File: src/rtl/adc_temperature_readout_with_deadband_unit_assert.svh
// Assertion macros shared by the readout RTL.
`ifndef ADC_TEMPERATURE_READOUT_WITH_DEADBAND_UNIT_ASSERT_SVH
`define ADC_TEMPERATURE_READOUT_WITH_DEADBAND_UNIT_ASSERT_SVH

// same-cycle implication, clocked on clk, off during reset
`define ATR_ASSERT_NOW(name, ante, cons, msg) \
	name: assert property (@(posedge clk) disable iff (!arst_n) (ante) |-> (cons)) \
		else $error(msg);

// next-cycle implication, clocked on clk, off during reset
`define ATR_ASSERT_NEXT(name, ante, cons, msg) \
	name: assert property (@(posedge clk) disable iff (!arst_n) (ante) |=> (cons)) \
		else $error(msg);

`endif

File: src/rtl/atr_pkg.sv
// Types and constants for the ADC temperature readout.
`timescale 1ns / 1ps
`default_nettype none

package atr_pkg;

	localparam int unsigned TEMP_W    = 10;
	localparam int unsigned TMAG_W    = 12;
	localparam int unsigned TENTHS_W  = 13;
	localparam int unsigned WHOLE_W   = 9;
	localparam int unsigned DIGIT_W   = 4;
	localparam int unsigned CFG_IDX_W = 3;

	localparam int F_OFFSET    = 32;
	localparam int TENTHS_MUL  = 50;
	localparam int DIV_NINE    = 9;
	localparam int DIV_TEN     = 10;

	localparam int DEADBAND_RST = 8;
	localparam int ADC_MIN_RST  = 0;
	localparam int ADC_MAX_RST  = 3850;
	localparam int TEMP_LOW_RST = -40;
	localparam int TEMP_HIGH_RST = 140;

	localparam logic [CFG_IDX_W-1:0] CFG_DEADBAND  = 3'd0;
	localparam logic [CFG_IDX_W-1:0] CFG_ADC_MIN   = 3'd1;
	localparam logic [CFG_IDX_W-1:0] CFG_ADC_MAX   = 3'd2;
	localparam logic [CFG_IDX_W-1:0] CFG_TEMP_LOW  = 3'd3;
	localparam logic [CFG_IDX_W-1:0] CFG_TEMP_HIGH = 3'd4;

	typedef enum logic {
		OP_MUL,
		OP_DIV
	} arith_op_t;

	typedef struct packed {
		logic      start;
		arith_op_t op;
	} arith_ctl_t;

	typedef enum logic [3:0] {
		ST_ACC,
		ST_AVG,
		ST_MAP_MUL,
		ST_MAP_DIV,
		ST_DECIDE,
		ST_TEN_MUL,
		ST_TEN_DIV,
		ST_DIV10,
		ST_OUT
	} state_t;

endpackage

`default_nettype wire

File: src/rtl/atr_serial_arith.sv
// Shared bit-serial shift-add multiplier and restoring divider.
`timescale 1ns / 1ps
`default_nettype none

module atr_serial_arith import atr_pkg::*; #(
	parameter int unsigned W   = 22,
	parameter int unsigned DVW = 12
) (
	input  wire logic           clk,
	input  wire logic           arst_n,
	input  wire arith_ctl_t     ctl,
	input  wire logic [W-1:0]   opnd_a,
	input  wire logic [DVW-1:0] opnd_b,
	output logic                done,
	output logic [W-1:0]        quotient,
	output logic [DVW-1:0]      remainder
);

	localparam int unsigned CNT_W = $clog2(W + 1);

	arith_op_t      op_q;
	logic [CNT_W-1:0] cnt_q;
	logic           done_q;
	logic [W-1:0]   x_q;   // dividend/quotient, or product accumulator
	logic [W-1:0]   y_q;   // multiplicand, shifted left each step
	logic [DVW-1:0] z_q;   // divisor, or multiplier shifted right
	logic [DVW-1:0] rem_q;

	logic [DVW:0]   trial;
	logic [DVW:0]   trial_diff;
	logic           ge;
	logic [DVW-1:0] rem_nxt;

	assign trial      = {rem_q, x_q[W-1]};
	assign trial_diff = trial - {1'b0, z_q};
	assign ge         = trial >= {1'b0, z_q};
	// remainder stays below divisor, so the kept trial fits DVW bits
	assign rem_nxt    = ge ? trial_diff[DVW-1:0] : trial[DVW-1:0];

	always_ff @(posedge clk or negedge arst_n) begin
		if (!arst_n) begin
			op_q   <= OP_MUL;
			cnt_q  <= '0;
			done_q <= 1'b0;
		end else begin
			done_q <= 1'b0;
			if (ctl.start) begin
				op_q  <= ctl.op;
				cnt_q <= (ctl.op == OP_DIV) ? CNT_W'(W) : CNT_W'(DVW);
			end else if (cnt_q != '0) begin
				cnt_q <= cnt_q - CNT_W'(1);
				if (cnt_q == CNT_W'(1)) begin
					done_q <= 1'b1;
				end
			end
		end
	end

	always_ff @(posedge clk) begin
		if (ctl.start) begin
			x_q   <= (ctl.op == OP_DIV) ? opnd_a : '0;
			y_q   <= opnd_a;
			z_q   <= opnd_b;
			rem_q <= '0;
		end else if (cnt_q != '0) begin
			if (op_q == OP_DIV) begin
				x_q   <= {x_q[W-2:0], ge};
				rem_q <= rem_nxt;
			end else begin
				if (z_q[0]) begin
					x_q <= x_q + y_q;
				end
				y_q <= {y_q[W-2:0], 1'b0};
				z_q <= {1'b0, z_q[DVW-1:1]};
			end
		end
	end

	assign done      = done_q;
	assign quotient  = x_q;
	assign remainder = rem_q;

endmodule

`default_nettype wire

File: src/rtl/adc_temperature_readout_with_deadband_unit.sv
// Top level of the ADC temperature readout with change deadband.
//
// Samples arrive on in_valid/in_ready with one reading on sample. Every
// SAMPLES requests are summed; a non-closing sample only adds to the sum.
// The request that closes a window starts a chain of serial operations on
// one shared shift-add multiplier / restoring divider: window average,
// span multiply and divide, tenths multiply, divide by nine, divide by ten.
// in_ready is low while the chain runs. A suppressed window returns to
// sampling after the compare, and an empty span skips the map.
// A result sits in an output register under out_valid until out_ready; a
// stalled receiver only holds the next window's result at its last step.
// Configuration writes on cfg_valid/cfg_index/cfg_data are always taken
// (cfg_ready high) and are meant for idle periods.
// Reset clears the window, the last emitted reference and the output flag,
// and loads the register defaults.
`timescale 1ns / 1ps
`default_nettype none
`include "adc_temperature_readout_with_deadband_unit_assert.svh"

module adc_temperature_readout_with_deadband_unit import atr_pkg::*; #(
	parameter int unsigned SAMPLES  = 16,
	parameter int unsigned ADC_BITS = 12,
	localparam int unsigned DVW     = (ADC_BITS > TEMP_W) ? ADC_BITS : TEMP_W
) (
	input  wire logic                 clk,
	input  wire logic                 arst_n,
	input  wire logic                 in_valid,
	output logic                      in_ready,
	input  wire logic [ADC_BITS-1:0]  sample,
	output logic                      out_valid,
	input  wire logic                 out_ready,
	output logic [ADC_BITS-1:0]       average_counts,
	output logic signed [TEMP_W-1:0]  fahrenheit,
	output logic signed [TEMP_W-1:0]  celsius,
	output logic signed [TENTHS_W-1:0] celsius_tenths,
	output logic                      tenths_negative,
	output logic [WHOLE_W-1:0]        whole_degrees,
	output logic [DIGIT_W-1:0]        tenth_digit,
	input  wire logic                 cfg_valid,
	output logic                      cfg_ready,
	input  wire logic [CFG_IDX_W-1:0] cfg_index,
	input  wire logic [DVW-1:0]       cfg_data
);

	localparam int unsigned SUM_W = ADC_BITS + $clog2(SAMPLES);
	localparam int unsigned IDX_W = (SAMPLES > 1) ? $clog2(SAMPLES) : 1;
	localparam int unsigned MUL_W = ADC_BITS + TEMP_W;
	localparam int unsigned W     = (SUM_W > MUL_W) ? SUM_W : MUL_W;

	// configuration
	logic [ADC_BITS-1:0]      deadband_q;
	logic [ADC_BITS-1:0]      adc_min_q;
	logic [ADC_BITS-1:0]      adc_max_q;
	logic signed [TEMP_W-1:0] temp_low_q;
	logic signed [TEMP_W-1:0] temp_high_q;

	// control state
	state_t              state_q, state_nxt;
	logic [SUM_W-1:0]    sum_q;
	logic [IDX_W-1:0]    idx_q;
	logic [ADC_BITS-1:0] last_counts_q;
	logic [TEMP_W-1:0]   last_f_q;
	logic                emitted_q;
	logic                out_valid_q;

	// working payload
	logic [ADC_BITS-1:0]      avg_q;
	logic signed [TEMP_W-1:0] f_q;
	logic                     g_neg_q;
	logic [TMAG_W-1:0]        tmag_q;

	// output register
	logic [ADC_BITS-1:0]        avg_out_q;
	logic [TEMP_W-1:0]          f_out_q;
	logic [TEMP_W-1:0]          c_out_q;
	logic [TENTHS_W-1:0]        tenths_out_q;
	logic                       tneg_out_q;
	logic [WHOLE_W-1:0]         whole_out_q;
	logic [DIGIT_W-1:0]         digit_out_q;

	// arithmetic unit
	arith_ctl_t     ctl;
	logic [W-1:0]   opnd_a;
	logic [DVW-1:0] opnd_b;
	logic           done;
	logic [W-1:0]   quot;
	logic [DVW-1:0] rem;

	logic                in_accept;
	logic                closing;
	logic [SUM_W-1:0]    sum_next;
	logic [ADC_BITS-1:0] avg_w;
	logic                span_ok;
	logic [ADC_BITS-1:0] span;
	logic [ADC_BITS-1:0] clamped;
	logic [ADC_BITS-1:0] diff_counts;
	logic [TEMP_W:0]     dh;
	logic                dh_neg;
	logic [TEMP_W:0]     dh_mag;
	logic [TEMP_W:0]     q_map;
	logic [TEMP_W:0]     f_sum;
	logic [ADC_BITS-1:0] moved;
	logic                emit;
	logic [TEMP_W:0]     g;
	logic                g_neg;
	logic [TEMP_W:0]     g_mag;
	logic                out_free;
	logic                load_out;
	logic [TENTHS_W-1:0] tmag_ext;
	logic [TEMP_W-1:0]   whole_ext;

	atr_serial_arith #(
		.W   (W),
		.DVW (DVW)
	) u_arith (
		.clk       (clk),
		.arst_n    (arst_n),
		.ctl       (ctl),
		.opnd_a    (opnd_a),
		.opnd_b    (opnd_b),
		.done      (done),
		.quotient  (quot),
		.remainder (rem)
	);

	assign in_accept = in_valid && in_ready;
	assign closing   = idx_q == IDX_W'(SAMPLES - 1);
	assign sum_next  = sum_q + SUM_W'(sample);

	// mapping: clamp, offset, signed span of the temperature range
	assign avg_w       = quot[ADC_BITS-1:0];
	assign span_ok     = adc_max_q > adc_min_q;
	assign span        = adc_max_q - adc_min_q;
	assign clamped     = (avg_w < adc_min_q) ? adc_min_q :
	                     (avg_w > adc_max_q) ? adc_max_q : avg_w;
	assign diff_counts = clamped - adc_min_q;
	assign dh          = {temp_high_q[TEMP_W-1], temp_high_q}
	                     - {temp_low_q[TEMP_W-1], temp_low_q};
	assign dh_neg      = dh[TEMP_W];
	assign dh_mag      = dh_neg ? (~dh + (TEMP_W+1)'(1)) : dh;
	// quotient never exceeds the temperature span, so the low bits suffice
	assign q_map       = quot[TEMP_W:0];
	assign f_sum       = {temp_low_q[TEMP_W-1], temp_low_q}
	                     + (dh_neg ? (~q_map + (TEMP_W+1)'(1)) : q_map);

	// deadband on the unclamped average
	assign moved = (avg_q >= last_counts_q) ? (avg_q - last_counts_q)
	                                        : (last_counts_q - avg_q);
	assign emit  = !emitted_q || ((f_q != last_f_q) && (moved >= deadband_q));

	assign g     = {f_q[TEMP_W-1], f_q} - (TEMP_W+1)'(F_OFFSET);
	assign g_neg = g[TEMP_W];
	assign g_mag = g_neg ? (~g + (TEMP_W+1)'(1)) : g;

	assign out_free = !out_valid_q || out_ready;

	// next state
	always_comb begin
		state_nxt = state_q;
		case (state_q)
			ST_ACC: begin
				if (in_valid && closing) state_nxt = ST_AVG;
			end
			ST_AVG: begin
				if (done) state_nxt = span_ok ? ST_MAP_MUL : ST_DECIDE;
			end
			ST_MAP_MUL: begin
				if (done) state_nxt = ST_MAP_DIV;
			end
			ST_MAP_DIV: begin
				if (done) state_nxt = ST_DECIDE;
			end
			ST_DECIDE: begin
				state_nxt = emit ? ST_TEN_MUL : ST_ACC;
			end
			ST_TEN_MUL: begin
				if (done) state_nxt = ST_TEN_DIV;
			end
			ST_TEN_DIV: begin
				if (done) state_nxt = ST_DIV10;
			end
			ST_DIV10: begin
				if (done) state_nxt = ST_OUT;
			end
			ST_OUT: begin
				if (out_free) state_nxt = ST_ACC;
			end
			default: state_nxt = ST_ACC;
		endcase
	end

	// outputs of the sequencer
	always_comb begin
		in_ready  = 1'b0;
		ctl.start = 1'b0;
		ctl.op    = OP_DIV;
		opnd_a    = '0;
		opnd_b    = '0;
		load_out  = 1'b0;
		case (state_q)
			ST_ACC: begin
				in_ready = 1'b1;
				if (in_valid && closing) begin
					ctl.start = 1'b1;
					opnd_a    = W'(sum_next);
					opnd_b    = DVW'(SAMPLES);
				end
			end
			ST_AVG: begin
				if (done && span_ok) begin
					ctl.start = 1'b1;
					ctl.op    = OP_MUL;
					opnd_a    = W'(diff_counts);
					opnd_b    = DVW'(dh_mag[TEMP_W-1:0]);
				end
			end
			ST_MAP_MUL: begin
				if (done) begin
					ctl.start = 1'b1;
					opnd_a    = quot;
					opnd_b    = DVW'(span);
				end
			end
			ST_DECIDE: begin
				if (emit) begin
					ctl.start = 1'b1;
					ctl.op    = OP_MUL;
					opnd_a    = W'(g_mag);
					opnd_b    = DVW'(TENTHS_MUL);
				end
			end
			ST_TEN_MUL: begin
				if (done) begin
					ctl.start = 1'b1;
					opnd_a    = quot;
					opnd_b    = DVW'(DIV_NINE);
				end
			end
			ST_TEN_DIV: begin
				if (done) begin
					ctl.start = 1'b1;
					opnd_a    = quot;
					opnd_b    = DVW'(DIV_TEN);
				end
			end
			ST_OUT: begin
				load_out = out_free;
			end
			default: begin
				in_ready = 1'b0;
			end
		endcase
	end

	always_ff @(posedge clk or negedge arst_n) begin
		if (!arst_n) begin
			deadband_q    <= ADC_BITS'(DEADBAND_RST);
			adc_min_q     <= ADC_BITS'(ADC_MIN_RST);
			adc_max_q     <= ADC_BITS'(ADC_MAX_RST);
			temp_low_q    <= TEMP_W'(TEMP_LOW_RST);
			temp_high_q   <= TEMP_W'(TEMP_HIGH_RST);
			state_q       <= ST_ACC;
			sum_q         <= '0;
			idx_q         <= '0;
			last_counts_q <= '0;
			last_f_q      <= '0;
			emitted_q     <= 1'b0;
			out_valid_q   <= 1'b0;
		end else begin
			if (cfg_valid) begin
				case (cfg_index)
					CFG_DEADBAND:  deadband_q  <= cfg_data[ADC_BITS-1:0];
					CFG_ADC_MIN:   adc_min_q   <= cfg_data[ADC_BITS-1:0];
					CFG_ADC_MAX:   adc_max_q   <= cfg_data[ADC_BITS-1:0];
					CFG_TEMP_LOW:  temp_low_q  <= cfg_data[TEMP_W-1:0];
					CFG_TEMP_HIGH: temp_high_q <= cfg_data[TEMP_W-1:0];
					default: ;
				endcase
			end

			state_q <= state_nxt;

			if (in_accept) begin
				if (closing) begin
					sum_q <= '0;
					idx_q <= '0;
				end else begin
					sum_q <= sum_next;
					idx_q <= idx_q + IDX_W'(1);
				end
			end

			if (state_q == ST_DECIDE && emit) begin
				last_counts_q <= avg_q;
				last_f_q      <= f_q;
				emitted_q     <= 1'b1;
			end

			if (load_out) begin
				out_valid_q <= 1'b1;
			end else if (out_ready) begin
				out_valid_q <= 1'b0;
			end
		end
	end

	assign tmag_ext  = {1'b0, tmag_q};
	assign whole_ext = {1'b0, quot[WHOLE_W-1:0]};

	always_ff @(posedge clk) begin
		if (state_q == ST_AVG && done) begin
			avg_q <= avg_w;
			if (!span_ok) f_q <= temp_low_q;
		end
		if (state_q == ST_MAP_DIV && done) begin
			f_q <= f_sum[TEMP_W-1:0];
		end
		if (state_q == ST_DECIDE && emit) begin
			g_neg_q <= g_neg;
		end
		if (state_q == ST_TEN_DIV && done) begin
			tmag_q <= quot[TMAG_W-1:0];
		end
		if (load_out) begin
			// celsius = tenths / 10 with the sign of the tenths value
			avg_out_q    <= avg_q;
			f_out_q      <= f_q;
			c_out_q      <= g_neg_q ? (~whole_ext + TEMP_W'(1)) : whole_ext;
			tenths_out_q <= g_neg_q ? (~tmag_ext + TENTHS_W'(1)) : tmag_ext;
			tneg_out_q   <= g_neg_q && (tmag_q != '0);
			whole_out_q  <= quot[WHOLE_W-1:0];
			digit_out_q  <= rem[DIGIT_W-1:0];
		end
	end

	assign cfg_ready       = 1'b1;
	assign out_valid       = out_valid_q;
	assign average_counts  = avg_out_q;
	assign fahrenheit      = f_out_q;
	assign celsius         = c_out_q;
	assign celsius_tenths  = tenths_out_q;
	assign tenths_negative = tneg_out_q;
	assign whole_degrees   = whole_out_q;
	assign tenth_digit     = digit_out_q;

	`ATR_ASSERT_NOW(a_no_done_while_sampling, state_q == ST_ACC, !done,
		"serial unit finished while sampling")
	`ATR_ASSERT_NEXT(a_window_restart, in_accept && closing,
		(state_q == ST_AVG) && (idx_q == '0) && (sum_q == '0),
		"window did not restart after its last sample")
	`ATR_ASSERT_NOW(a_f_in_range, state_q == ST_DECIDE,
		((f_q >= temp_low_q) && (f_q <= temp_high_q)) || ((f_q <= temp_low_q) && (f_q >= temp_high_q)),
		"mapped temperature outside the configured range")
	`ATR_ASSERT_NOW(a_sign_matches, out_valid_q,
		tneg_out_q == tenths_out_q[TENTHS_W-1],
		"sign flag disagrees with tenths value")

endmodule

`default_nettype wire
File: config.mk
export PLATFORM = sky130hd
export DESIGN_NAME = adc_temperature_readout_with_deadband_unit
export DESIGN_NICKNAME = d
export VERILOG_FILES = /design/src/rtl/atr_pkg.sv /design/src/rtl/atr_serial_arith.sv /design/src/rtl/adc_temperature_readout_with_deadband_unit.sv
export VERILOG_INCLUDE_DIRS = /design/src /design/src/rtl
export SDC_FILE = /design/constraint.sdc
export NUM_CORES = 1
export LEC_CHECK = 0
export BUFFER_PORTS_ARGS = -buffer_cell sky130_fd_sc_hd__buf_2
export CAP_MARGIN = 10
export CORE_MARGIN = 2
export CORE_UTILIZATION = 30
export CTS_CLUSTER_SIZE = 30
export DETAILED_ROUTE_END_ITERATION = 10
export GPL_TIMING_DRIVEN = 0
export PLACE_DENSITY = 0.52
export SYNTH_ARGS = -nofsm -noshare
export SYNTH_HDL_FRONTEND = slang
export SYNTH_HIERARCHICAL = 1
export SYNTH_SLANG_ARGS = --single-unit
File: constraint.sdc
create_clock -name clk -period 6.2 [get_ports clk]
set_input_delay 1.24 -clock clk [delete_from_list [all_inputs] [get_ports clk]]
set_output_delay 1.24 -clock clk [all_outputs]
set_load 0.03 [all_outputs]
==> metrics.txt, run 1 <==
Crit. End Element register; final instance area 20900 sq um; share of total power in combinational logic 0.586; TritonCTS clock tree done; number of synthesized register bits 272; remaining antenna violation count 0; cell type with the largest total area after synthesis sky130_fd_sc_hd__edfxtp_1; Leakage Power 0.00861 uW; maximum number of pins on one net before global-route repair 81; required time at the worst-slack endpoint 6490 ps; count of buffers from port buffering 92; Slew Limit Fails 0; drt via density 5.18; clock buffer count from CTS 36; yosys synthesis warning count 6; cell area after placement 19600 sq um; # DRC 0; average instance area after synthesis 9.68 sq um; R2R setup slack 360 ps; hold violation count in the final report 0; net switching share of the total power 0.455; vias in the first global route 14543; initial standard-cell utilization of the core 0.304; number of stages on the worst hold path 0; areal power density over the cells 625 nW/um^2; Max stage delay on crit path 450 ps; post-synthesis mux area share 0.0479; Max-Slew Margin vs Limit 0.303; XOR/XNOR share of the synthesized area 0.0660; biggest fanout along the worst timing path 10; crit path DAT 6130 ps; cell types with the largest area share after synthesis sky130_fd_sc_hd__edfxtp_1, sky130_fd_sc_hd__dfrtp_1, sky130_fd_sc_hd__ha_1; Clock H-tree levels 2; post-layout minimum cycle time 5840 ps; actual transition at the worst max-transition pin 1040 ps; Mapped Nets 2060; Layout Nets 2196; adder-cell share of the synthesized area 0.118; count of distinct cell types in the synthesized netlist 86; clock network fraction of total power 0.163; number of max-cap violations 0; number of synthesized flops with an enable pin 149; count of endpoints failing setup in the final report 0; most frequent cell after synthesis sky130_fd_sc_hd__nand2_1; total inserted antenna cells 0; post-synthesis instance total 1864; WL final 54.4 mm; post-synth design cell area 18000 sq um; Worst path slowest cell sky130_fd_sc_hd__a2111oi_4; overall power 13100 uW; highest clock frequency the design can meet 0.171 GHz; basic-gate share of the synthesized area counting and, or, nand and nor cells 0.130; IO Pins 94; Final GP Congestion 0.920; Die ar. 62100 sq um; first-iteration detailed-routing DRC count 1047; share of layout cells above drive strength 1 0.137; Worst Hold Class register to register; total half-perimeter wirelength after legalization and detailed placement 41.4 mm; predominant post-synthesis flop cell sky130_fd_sc_hd__edfxtp_1; placeable core region 59200 sq um; share of flip-flops with an asynchronous set or reset after synthesis 0.408; worst ir drop on vdd 263 uV; area share of the largest cell type after synthesis 0.248; timing startpoint of the critical path avg_q[0]$_DFFE_PP_; routed len/inst 19.4 microns; router iterations before antenna repair 5; count of cells along the worst register-to-register path 25; height of the die 249 microns; Seq pwr share 0.251; total number of vias 14492; clock sinks 272; first-pass GRT wire length 84.6 mm; clock-pin slew on the worst setup and hold paths 50 ps; run status complete, no violations; unrepaired setup endpoints after global routing yes; share of synthesized area occupied by flip-flops and latches 0.417; CP Class register to register; leading cell types by count after synthesis sky130_fd_sc_hd__nand2_1, sky130_fd_sc_hd__o21ai_0, sky130_fd_sc_hd__ha_1; main combinational cell family by area after synthesis compound AO/OA/AOI/OAI gates; clock root cell sky130_fd_sc_hd__clkbuf_16; Compound-Gate Fraction of Synth Area 0.179; worst reg2reg startpoint avg_q[0]$_DFFE_PP_; Max clock buf depth 3; Total Routing Usage GR 0.174; area delta synth->final 16.1%; startpoint of the lowest-slack hold path f_q[8]$_DFFE_PP_; sw power 5950 uW; initial antenna violation count 0; Layout Cells excl Fill 2800; clock latency on the worst-skew pair 550 ps; Die X-Extent 249 microns; grt ovf 0; CP Launch Type register; FP Rows 89; setup skew after layout 20.1 ps; placed insts 2735; final cycle utilization of the critical path 0.942; total internal power 7140 uW
[through the flow]
stage	utilization	TNS, ps	setup WS [ps]	hold WS [ps]
finish	0.354	0	358	436
global route	0.354	-8.02	-8.02	454
CTS	0.352	0	22.7	440
detailed placement	0.331	-59720	-1010	432
global placement	0.329	-152600	-2400	435
floorplan	-	0	45.4	421
[kinds of logic after synthesis]
group / count (synthesis)
AOI/OAI and AO/OA: 514
adders and majority gates: 164
xor gates and xnor gates: 136
buffers and inverters: 197
muxes: 79
other: 1
DFF: 272
and+or+nand+nor: 501
[flip-flops by register name (all words and copies together), names as in the netlist, 5 cells and up]
| register | cells |
|---|---|
| celsius | 10 |
| f_q | 10 |
| celsius_tenths | 13 |
| avg_q | 12 |
| deadband_q | 12 |
| u_arith/y_q | 22 |
| adc_max_q | 12 |
| sum_q | 16 |
| last_f_q | 10 |
| whole_degrees | 8 |
| u_arith/remainder | 12 |
| tmag_q | 12 |
| u_arith/quotient | 22 |
| u_arith/cnt_q | 5 |
| temp_high_q | 10 |
| adc_min_q | 12 |
| average_counts | 12 |
| temp_low_q | 10 |
| last_counts_q | 12 |
| u_arith/z_q | 12 |
| fahrenheit | 10 |
[what timing repair did]
action	CTS	global route
setup buffers	0	2
resized for setup	15	21
pin swaps	1	5
endpoints found under the setup margin	130	95
hold buffers	0	0
[routing by layer]
metal / global-route usage / routed length [microns] / vias up
met4: 0.0601 / 1730 / 0
met3: 0.0303 / 2610 / 78
met5: 0 / 0 / -
met2: 0.292 / 25700 / 340
met1: 0.227 / 24400 / 7072
li1: - / - / 7002
[cell type report]
cell class,instances,area (sq um)
fillers,6025,38300
multi-input cells,1395,9840
flip-flops and latches,272,7510
clock buffers,53,1070
well taps,773,967
repair buffers,100,616
inverters,122,458
plain buffers,73,342
clock inverters,12,146
[worst max-delay path, delay by kind of cell (launching register included)]
| kind | cells | cell delay, ps |
|---|---|---|
| DFF | 1 | 430 |
| and+or+nand+nor | 9 | 1710 |
| muxes | 1 | 110 |
| buffers and inverters | 3 | 370 |
| AOI/OAI and AO/OA | 8 | 2000 |
| xor gates and xnor gates | 1 | 170 |
| adders and majority gates | 3 | 780 |
[path summary, 6_finish.rpt]
check / end
max: u_arith/quotient[15]$_DFFE_PP_
min: fahrenheit[8]$_DFFE_PP_
max reg2reg: u_arith/quotient[15]$_DFFE_PP_
min reg2reg: fahrenheit[8]$_DFFE_PP_
max in group asynchronous: adc_max_q[9]$_DFFE_PN1P_
min in group asynchronous: sum_q[4]$_DFFE_PN0P_
[power by group through the flow]
| stage | registers, uW | clock network (uW) | logic, uW |
|---|---|---|---|
| 2_1_floorplan | 3060 | 0 | 5550 |
| 3_3_place_gp | 3340 | 0 | 7230 |
| 3_5_place_dp | 3310 | 0 | 7460 |
| 4_1_cts | 3290 | 2210 | 7560 |
| 5_1_grt | 3350 | 2280 | 8540 |
| 6_report | 3280 | 2130 | 7670 |
[cells in the final DEF, fill, tap and decap left out, types with 7 or more instances in the layout]
master and instances:
sky130_fd_sc_hd__nand2_1 213, sky130_fd_sc_hd__o21ai_0 166, sky130_fd_sc_hd__ha_1 155, sky130_fd_sc_hd__edfxtp_1 149
sky130_fd_sc_hd__a21oi_1 129, sky130_fd_sc_hd__inv_1 121, sky130_fd_sc_hd__buf_2 101, sky130_fd_sc_hd__dfrtp_1 95
sky130_fd_sc_hd__nor2_1 91, sky130_fd_sc_hd__xnor2_1 81, sky130_fd_sc_hd__clkbuf_1 60, sky130_fd_sc_hd__xor2_1 55
sky130_fd_sc_hd__mux2_2 47, sky130_fd_sc_hd__clkbuf_16 38, sky130_fd_sc_hd__nand3_1 34, sky130_fd_sc_hd__a21o_1 31
sky130_fd_sc_hd__nand2b_1 23, sky130_fd_sc_hd__nor3_1 23, sky130_fd_sc_hd__mux2i_1 21, sky130_fd_sc_hd__nor2b_1 19
sky130_fd_sc_hd__a31oi_1 18, sky130_fd_sc_hd__and2_1 16, sky130_fd_sc_hd__dfstp_2 16, sky130_fd_sc_hd__o21ai_1 15
sky130_fd_sc_hd__o21a_1 15, sky130_fd_sc_hd__and3_1 14, sky130_fd_sc_hd__nand4_1 14, sky130_fd_sc_hd__o211ai_1 12
sky130_fd_sc_hd__a211oi_1 12, sky130_fd_sc_hd__dfxtp_1 12, sky130_fd_sc_hd__or3_1 11, sky130_fd_sc_hd__mux2_1 11
sky130_fd_sc_hd__a22oi_1 11, sky130_fd_sc_hd__a22o_1 11, sky130_fd_sc_hd__o31ai_1 10, sky130_fd_sc_hd__fa_1 9
sky130_fd_sc_hd__o21bai_1 7, sky130_fd_sc_hd__a222oi_1 7
(Power assumes the default switching activity.)
==> inputs of run 2 (changes only) <==
CAP_MARGIN = 30   (was 10)
CORE_UTILIZATION = 40   (was 30)
PLACE_DENSITY = 0.63   (was 0.52)
==> run 2 against run 1 <==
  * Design area decreased by 1.5%
  * Clock-buffer cell count decreased by 5
  * Non-clock buffer count increased by 4
  * First-iteration DRC count increased by 14%
  * Sequential power about the same
  * Critical endpoint is now u_arith/y_q[16]$_DFFE_PP_
  * Clock power decreased by 6%
  * Sequential cell count unchanged
  * Critical path depth decreased by 1
==> metrics.txt, run 2 (synthesis gave the netlist of run 1 again) <==
total half-perimeter wirelength after legalization and detailed placement 38.5 mm (was 41.4 mm); clock sinks 272 (unchanged); maximum number of pins on one net before global-route repair 80 (was 81); worst ir drop on vdd 303 uV (was 263 uV); Final GP Congestion 0.936 (was 0.920); Crit. End Element register (unchanged); highest-count cells in the layout ignoring fill and taps sky130_fd_sc_hd__nand2_1, sky130_fd_sc_hd__o21ai_0, sky130_fd_sc_hd__ha_1, sky130_fd_sc_hd__edfxtp_1, sky130_fd_sc_hd__a21oi_1 (unchanged); total of fill cells in the finished design 4131 (was 6025); final cycle utilization of the critical path 0.958 (was 0.942); first-iteration detailed-routing DRC count 1189 (was 1047); IO Pins 94 (unchanged); min setup slack post-route 262 ps (was 358 ps); Worst Setup Slack post-DPL -763 ps (was -1010 ps); required time at the worst-slack endpoint 6490 ps (about the same); height of the die 216 microns (was 249 microns); area delta synth->final 14.4% (was 16.1%); Leakage Power 0.00857 uW (was 0.00861 uW); post-layout minimum cycle time 5940 ps (was 5840 ps); unrepaired setup endpoints after global routing yes (unchanged); clock-pin slew on the worst setup and hold paths 60 ps (was 50 ps); share of layout cells above drive strength 1 0.135 (was 0.137); clock buffer count from CTS 34 (was 36); WL final 51.4 mm (was 54.4 mm); routed len/inst 19.6 microns (was 19.4 microns); number of max-cap violations 0 (unchanged); vias in the first global route 14137 (was 14543); CP Launch Type register (unchanged); Layout Nets 2198 (was 2196); first-pass GRT wire length 80.7 mm (was 84.6 mm); drt via density 5.62 (was 5.18); hold violation count in the final report 0 (unchanged); highest clock frequency the design can meet 0.168 GHz (was 0.171 GHz); Slew Limit Fails 0 (unchanged); CP Class register to register (unchanged); final hold slack 453 ps (was 436 ps); router iterations before antenna repair 6 (was 5); remaining antenna violation count 0 (unchanged); FP Rows 77 (was 89); Die X-Extent 216 microns (was 249 microns); initial standard-cell utilization of the core 0.407 (was 0.304); # DRC 0 (unchanged); Max-Slew Margin vs Limit 0.378 (was 0.303); placeable core region 44300 sq um (was 59200 sq um); count of buffers from port buffering 92 (unchanged); clock root cell sky130_fd_sc_hd__clkbuf_16 (unchanged); areal power density over the cells 627 nW/um^2 (was 625 nW/um^2); TritonCTS clock tree done (unchanged); total inserted antenna cells 0 (unchanged); overall power 12900 uW (was 13100 uW); Post-CTS Hold Buffers 0 (unchanged); biggest fanout along the worst timing path 19 (was 10); Worst Hold Class register to register (unchanged); Die ar. 46800 sq um (was 62100 sq um); placed insts 2555 (was 2735); count of endpoints failing setup in the final report 0 (unchanged); grt ovf 0 (unchanged); total number of vias 14725 (was 14492); clock latency on the worst-skew pair 550 ps (about the same); Max clock buf depth 3 (unchanged); run status complete, no violations (unchanged); crit path DAT 6230 ps (was 6130 ps); Layout Cells excl Fill 2619 (was 2800); Clock H-tree levels 2 (unchanged); post-route core utilization 0.466 (was 0.354); setup skew after layout 25.6 ps (was 20.1 ps); initial antenna violation count 0 (unchanged); most common cell after layout, fill and taps aside sky130_fd_sc_hd__nand2_1 (unchanged); Total Routing Usage GR 0.220 (was 0.174); actual transition at the worst max-transition pin 929 ps (was 1040 ps)
[run 2: worst paths after layout]
| check | start | end | slack, ps | depth (start not counted) |
|---|---|---|---|---|
| worst max-delay path | avg_q[0]$_DFFE_PP_ | u_arith/y_q[16]$_DFFE_PP_ | 260 | 24 |
| worst min-delay path | f_q[9]$_DFFE_PP_ | fahrenheit[9]$_DFFE_PP_ | 450 | 0 |
| worst max register to register | avg_q[0]$_DFFE_PP_ | u_arith/y_q[16]$_DFFE_PP_ | 260 | 24 |
| worst min register to register | f_q[9]$_DFFE_PP_ | fahrenheit[9]$_DFFE_PP_ | 450 | 0 |
| max in group asynchronous | arst_n | adc_max_q[9]$_DFFE_PN1P_ | 4830 | 2 |
| min in group asynchronous | arst_n | idx_q[3]$_DFFE_PN0P_ | 600 | 1 |
[run 2: final cells by class]
type | instances | area (sq um) | share of cell area
sequential | 272 | 7510 | 0.364
clock inverter | 13 | 158 | 0.00764
clock buffer | 48 | 955 | 0.0463
timing repair buffer | 103 | 646 | 0.0313
inverter | 122 | 458 | 0.0222
multi-input combinational | 1395 | 9820 | 0.476
tap | 592 | 741 | 0.0359
buffer | 74 | 348 | 0.0169
[run 2: power by group]
part / total [uW] / switching, uW / leakage (uW) / internal [uW]
Sequential: 3280 / 552 / 0.00283 / 2730
Clock: 2010 / 808 / 0.000534 / 1210
Combinational: 7650 / 4560 / 0.00520 / 3090
Total: 12900 / 5920 / 0.00857 / 7020
[run 2: worst max-delay path, stage by stage, from the launching register on]
cell                        delay [ps]
sky130_fd_sc_hd__edfxtp_1          440
sky130_fd_sc_hd__inv_1              90
sky130_fd_sc_hd__ha_1              140
sky130_fd_sc_hd__inv_1              60
sky130_fd_sc_hd__fa_1              400
sky130_fd_sc_hd__a21o_1            220
sky130_fd_sc_hd__a221oi_4          330
sky130_fd_sc_hd__a31oi_4           180
sky130_fd_sc_hd__nor2_8            170
sky130_fd_sc_hd__mux2i_1           110
sky130_fd_sc_hd__a221oi_2          310
sky130_fd_sc_hd__xnor2_1           180
sky130_fd_sc_hd__ha_1              270
sky130_fd_sc_hd__and3_1            200
sky130_fd_sc_hd__a221oi_1          250
sky130_fd_sc_hd__o21ai_1           180
sky130_fd_sc_hd__a2111oi_4         460
sky130_fd_sc_hd__nor3_4            130
sky130_fd_sc_hd__clkbuf_8          220
sky130_fd_sc_hd__nor2_2            150
sky130_fd_sc_hd__nand2_2           130
sky130_fd_sc_hd__inv_1             260
sky130_fd_sc_hd__clkbuf_4          300
sky130_fd_sc_hd__o21ai_4           220
sky130_fd_sc_hd__buf_16            260
[run 2: stage by stage]
stage / setup TNS (ps) / instance area (sq um)
global placement: -126780 / 19200
detailed placement: -48650 / 19400
floorplan: 0 / 18000
finish: 0 / 20600
CTS: 0 / 20600
global route: -551 / 20600
[run 2: layer usage]
metal,routed length (microns),up-vias,track usage
li1,-,7000,-
met1,23200,7150,0.303
met2,23400,492,0.352
met3,3490,83,0.0404
met4,1320,0,0.0699
met5,0,-,0
[run 2: timing repair]
item,4_1_cts,5_1_grt
pin swaps,0,4
buffers inserted,0,4
gates resized for setup,14,17
setup endpoints to repair,122,114
==> inputs of run 3 (changes only) <==
ABC_AREA = 1   (was not set)
==> run 3 against run 2 <==
  * Non-clock buffer count decreased by 18
  * Design area grew 4.2%
  * Routed wire length grew 9.6%
  * Critical path depth grew 6
  * Global-route usage increased by 0.87 points
  * Clock-buffer cell count shrank 9
  * Critical endpoint is now u_arith/y_q[12]$_DFFE_PP_
  * Largest power group unchanged
==> metrics.txt, run 3 <==
yosys synthesis warning count 6 (unchanged); total of fill cells in the finished design 4608 (was 4131); clock sinks 272 (unchanged); CP Class register to register (unchanged); number of max-cap violations 0 (unchanged); placeable core region 46800 sq um (was 44300 sq um); R2R setup slack 470 ps (was 260 ps); actual transition at the worst max-transition pin 892 ps (was 929 ps); global routing usage on met2 0.370 (was 0.352); Mapped Nets 2623 (was 2060); count of distinct cell types in the synthesized netlist 61 (was 86); # DRC 0 (unchanged); first-pass GRT wire length 88.5 mm (was 80.7 mm); leading cell types by count after synthesis sky130_fd_sc_hd__nand2_1, sky130_fd_sc_hd__inv_1, sky130_fd_sc_hd__o21ai_0 (was sky130_fd_sc_hd__nand2_1, sky130_fd_sc_hd__o21ai_0, sky130_fd_sc_hd__ha_1); drt via density 5.25 (was 5.62); remaining antenna violation count 0 (unchanged); cell type with the largest total area after synthesis sky130_fd_sc_hd__edfxtp_1 (unchanged); Slew Limit Fails 0 (unchanged); number of synthesized register bits 272 (unchanged); most frequent cell after synthesis sky130_fd_sc_hd__nand2_1 (unchanged); total inserted antenna cells 0 (unchanged); FP Rows 79 (was 77); setup total negative slack 0 ps (unchanged); clock-pin slew on the worst setup and hold paths 60 ps (about the same); cell types with the largest area share after synthesis sky130_fd_sc_hd__edfxtp_1, sky130_fd_sc_hd__nand2_1, sky130_fd_sc_hd__dfrtp_1 (was sky130_fd_sc_hd__edfxtp_1, sky130_fd_sc_hd__dfrtp_1, sky130_fd_sc_hd__ha_1); share of synthesized area occupied by flip-flops and latches 0.396 (was 0.417); share of flip-flops with an asynchronous set or reset after synthesis 0.408 (unchanged); Crit. End Element register (unchanged); average instance area after synthesis 7.82 sq um (was 9.68 sq um); number of stages on the worst hold path 1 (was 0); Leakage Power 0.0103 uW (was 0.00857 uW); routed len/inst 17.6 microns (was 19.6 microns); maximum number of pins on one net before global-route repair 85 (was 80); worst reg2reg startpoint avg_q[0]$_DFFE_PP_ (unchanged); Max-Slew Margin vs Limit 0.405 (was 0.378); final cycle utilization of the critical path 0.924 (was 0.958); clock latency on the worst-skew pair 560 ps (was 550 ps); IO Pins 94 (unchanged); Clock H-tree levels 2 (unchanged); post-synthesis instance total 2427 (was 1864); post-layout minimum cycle time 5730 ps (was 5940 ps); Die X-Extent 222 microns (was 216 microns); setup skew after layout 30.6 ps (was 25.6 ps); first-iteration detailed-routing DRC count 1205 (was 1189); biggest fanout along the worst timing path 12 (was 19); Worst path slowest cell sky130_fd_sc_hd__edfxtp_1 (was sky130_fd_sc_hd__a2111oi_4); Die ar. 49200 sq um (was 46800 sq um); most common cell after layout, fill and taps aside sky130_fd_sc_hd__nand2_1 (unchanged); cell type group with the largest total delay on the critical path simple AND/OR/NAND/NOR gates (was compound AO/OA/AOI/OAI gates); hold violation count in the final report 0 (unchanged); TritonCTS clock tree done (unchanged); clock root cell sky130_fd_sc_hd__clkbuf_16 (unchanged); share of layout cells above drive strength 1 0.102 (was 0.135); post-synth design cell area 19000 sq um (was 18000 sq um); worst flop-to-flop path endpoint u_arith/y_q[12]$_DFFE_PP_ (was u_arith/y_q[16]$_DFFE_PP_); sum of buffers and inverters on the critical path 11 (was 6); Total Routing Usage GR 0.229 (was 0.220); areal power density over the cells 597 nW/um^2 (was 627 nW/um^2); highest-count cells in the layout ignoring fill and taps sky130_fd_sc_hd__nand2_1, sky130_fd_sc_hd__inv_1, sky130_fd_sc_hd__o21ai_0, sky130_fd_sc_hd__ha_1, sky130_fd_sc_hd__edfxtp_1 (was sky130_fd_sc_hd__nand2_1, sky130_fd_sc_hd__o21ai_0, sky130_fd_sc_hd__ha_1, sky130_fd_sc_hd__edfxtp_1, sky130_fd_sc_hd__a21oi_1); total number of vias 16776 (was 14725); Post-CTS Hold Buffers 0 (unchanged); initial standard-cell utilization of the core 0.406 (was 0.407); height of the die 222 microns (was 216 microns); Final GP Congestion 0.946 (was 0.936); unrepaired setup endpoints after global routing no (was yes); area share of the largest cell type after synthesis 0.236 (was 0.248); routing layer with the top usage in global route met2 (unchanged); crit path DAT 6040 ps (was 6230 ps); startpoint of the lowest-slack hold path emitted_q$_DFFE_PN0P_ (was f_q[9]$_DFFE_PP_); hold path endpoint emitted_q$_DFFE_PN0P_ (was fahrenheit[9]$_DFFE_PP_); Layout Nets 2760 (was 2198); count of endpoints failing setup in the final report 0 (unchanged); initial antenna violation count 0 (unchanged); met3 track demand over resource 0.0457 (was 0.0404); overall power 12800 uW (was 12900 uW); total half-perimeter wirelength after legalization and detailed placement 43.0 mm (was 38.5 mm); count of cells along the worst register-to-register path 30 (was 24); area delta synth->final 13.3% (was 14.4%); WL final 56.4 mm (was 51.4 mm); run status complete, no violations (unchanged); Max clock buf depth 3 (unchanged); highest clock frequency the design can meet 0.175 GHz (was 0.168 GHz); number of synthesized flops with an enable pin 149 (unchanged); router iterations before antenna repair 7 (was 6); worst ir drop on vdd 212 uV (was 303 uV); met1 track demand over resource in global routing 0.312 (was 0.303); area taken by flip-flops and latches 7510 sq um (unchanged); multi-input logic area 9880 sq um (was 9820 sq um); Max stage delay on crit path 460 ps (about the same); most frequent cell on the critical path sky130_fd_sc_hd__nand2_1 (was sky130_fd_sc_hd__inv_1); clock buffer count from CTS 34 (unchanged); grt ovf 0 (unchanged); CP Launch Type register (unchanged); required time at the worst-slack endpoint 6510 ps (was 6490 ps); vias in the first global route 16238 (was 14137); count of buffers from port buffering 92 (unchanged); predominant post-synthesis flop cell sky130_fd_sc_hd__edfxtp_1 (unchanged); Worst Hold Class register to register (unchanged)
[run 3: metal layers]
layer | wire length (microns) | vias to the layer above
met3 | 3980 | 99
li1 | - | 8285
met2 | 25300 | 536
met1 | 25600 | 7856
met4 | 1490 | 0
met5 | 0 | -
[run 3: final cells by class]
type / instances / area share
Inverter: 349 / 0.0612
Tap cell: 607 / 0.0353
Clock buffer: 39 / 0.0423
Timing Repair Buffer: 101 / 0.0276
Sequential cell: 272 / 0.349
Clock inverter: 22 / 0.0108
Multi-Input combinational cell: 1748 / 0.460
Buffer: 58 / 0.0140
[run 3: metrics by stage]
stage | hold WS (ps) | setup slack, ps | util | std cells | area [sq um]
2_1_floorplan | 437 | 1630 | - | 2427 | 19000
4_1_cts | 477 | 60.3 | 0.459 | 3193 | 21500
6_report | 471 | 470 | 0.460 | 3196 | 21500
5_1_grt | 498 | 52.3 | 0.460 | 3196 | 21500
3_5_place_dp | 461 | 83.1 | 0.435 | 3132 | 20300
3_3_place_gp | 460 | 2.70 | 0.432 | 3126 | 20200
[run 3: how the worst max path moves through the flow]
| stage | startpoint | endpoint | slack, ps | cells after the start |
|---|---|---|---|---|
| 3_5_place_dp | avg_q[0]$_DFFE_PP_ | u_arith/quotient[9]$_DFFE_PP_ | 80 | 28 |
| 5_1_grt | avg_q[0]$_DFFE_PP_ | u_arith/y_q[9]$_DFFE_PP_ | 50 | 30 |
| 2_1_floorplan | avg_q[0]$_DFFE_PP_ | u_arith/y_q[0]$_SDFFCE_PN0P_ | 1630 | 28 |
| 3_3_place_gp | avg_q[0]$_DFFE_PP_ | u_arith/y_q[12]$_DFFE_PP_ | 3 | 28 |
| 4_1_cts | avg_q[0]$_DFFE_PP_ | u_arith/quotient[11]$_DFFE_PP_ | 60 | 28 |
| 6_report | avg_q[0]$_DFFE_PP_ | u_arith/y_q[12]$_DFFE_PP_ | 470 | 30 |
[run 3: cells by family (layout without fill, tap and decap cells)]
family / Yosys count / count (layout) / synth area share
multiplexers: 1 / 1 / 0.000527
AO/OA/AOI/OAI: 435 / 435 / 0.130
flip-flops: 272 / 272 / 0.396
adder cells (fa/ha/maj): 164 / 164 / 0.112
other: 1 / 1 / 0.000197
XOR/XNOR: 97 / 97 / 0.0451
buffers and inverters: 407 / 569 / 0.0849
AND/OR/NAND/NOR: 1050 / 1050 / 0.232
[run 3: timing repair]
action                                  in CTS  in global routing
setup buffers                                0                  3
hold endpoints to repair                     0                  0
gates resized for setup                      0                  9
endpoints found under the setup margin       0                 56
[run 3: worst register-to-register path, delay by kind of cell, from the launching register on]
kind	cells	cell delay [ps]
simple gates	15	2080
flops	1	460
buf+inv	11	1880
fa+ha+maj	3	910
compound gates	1	160
[run 3: power breakdown]
part	switching, uW	internal [uW]
Clock	846	1200
Combinational	4860	2650
Sequential	609	2660
Total	6320	6520
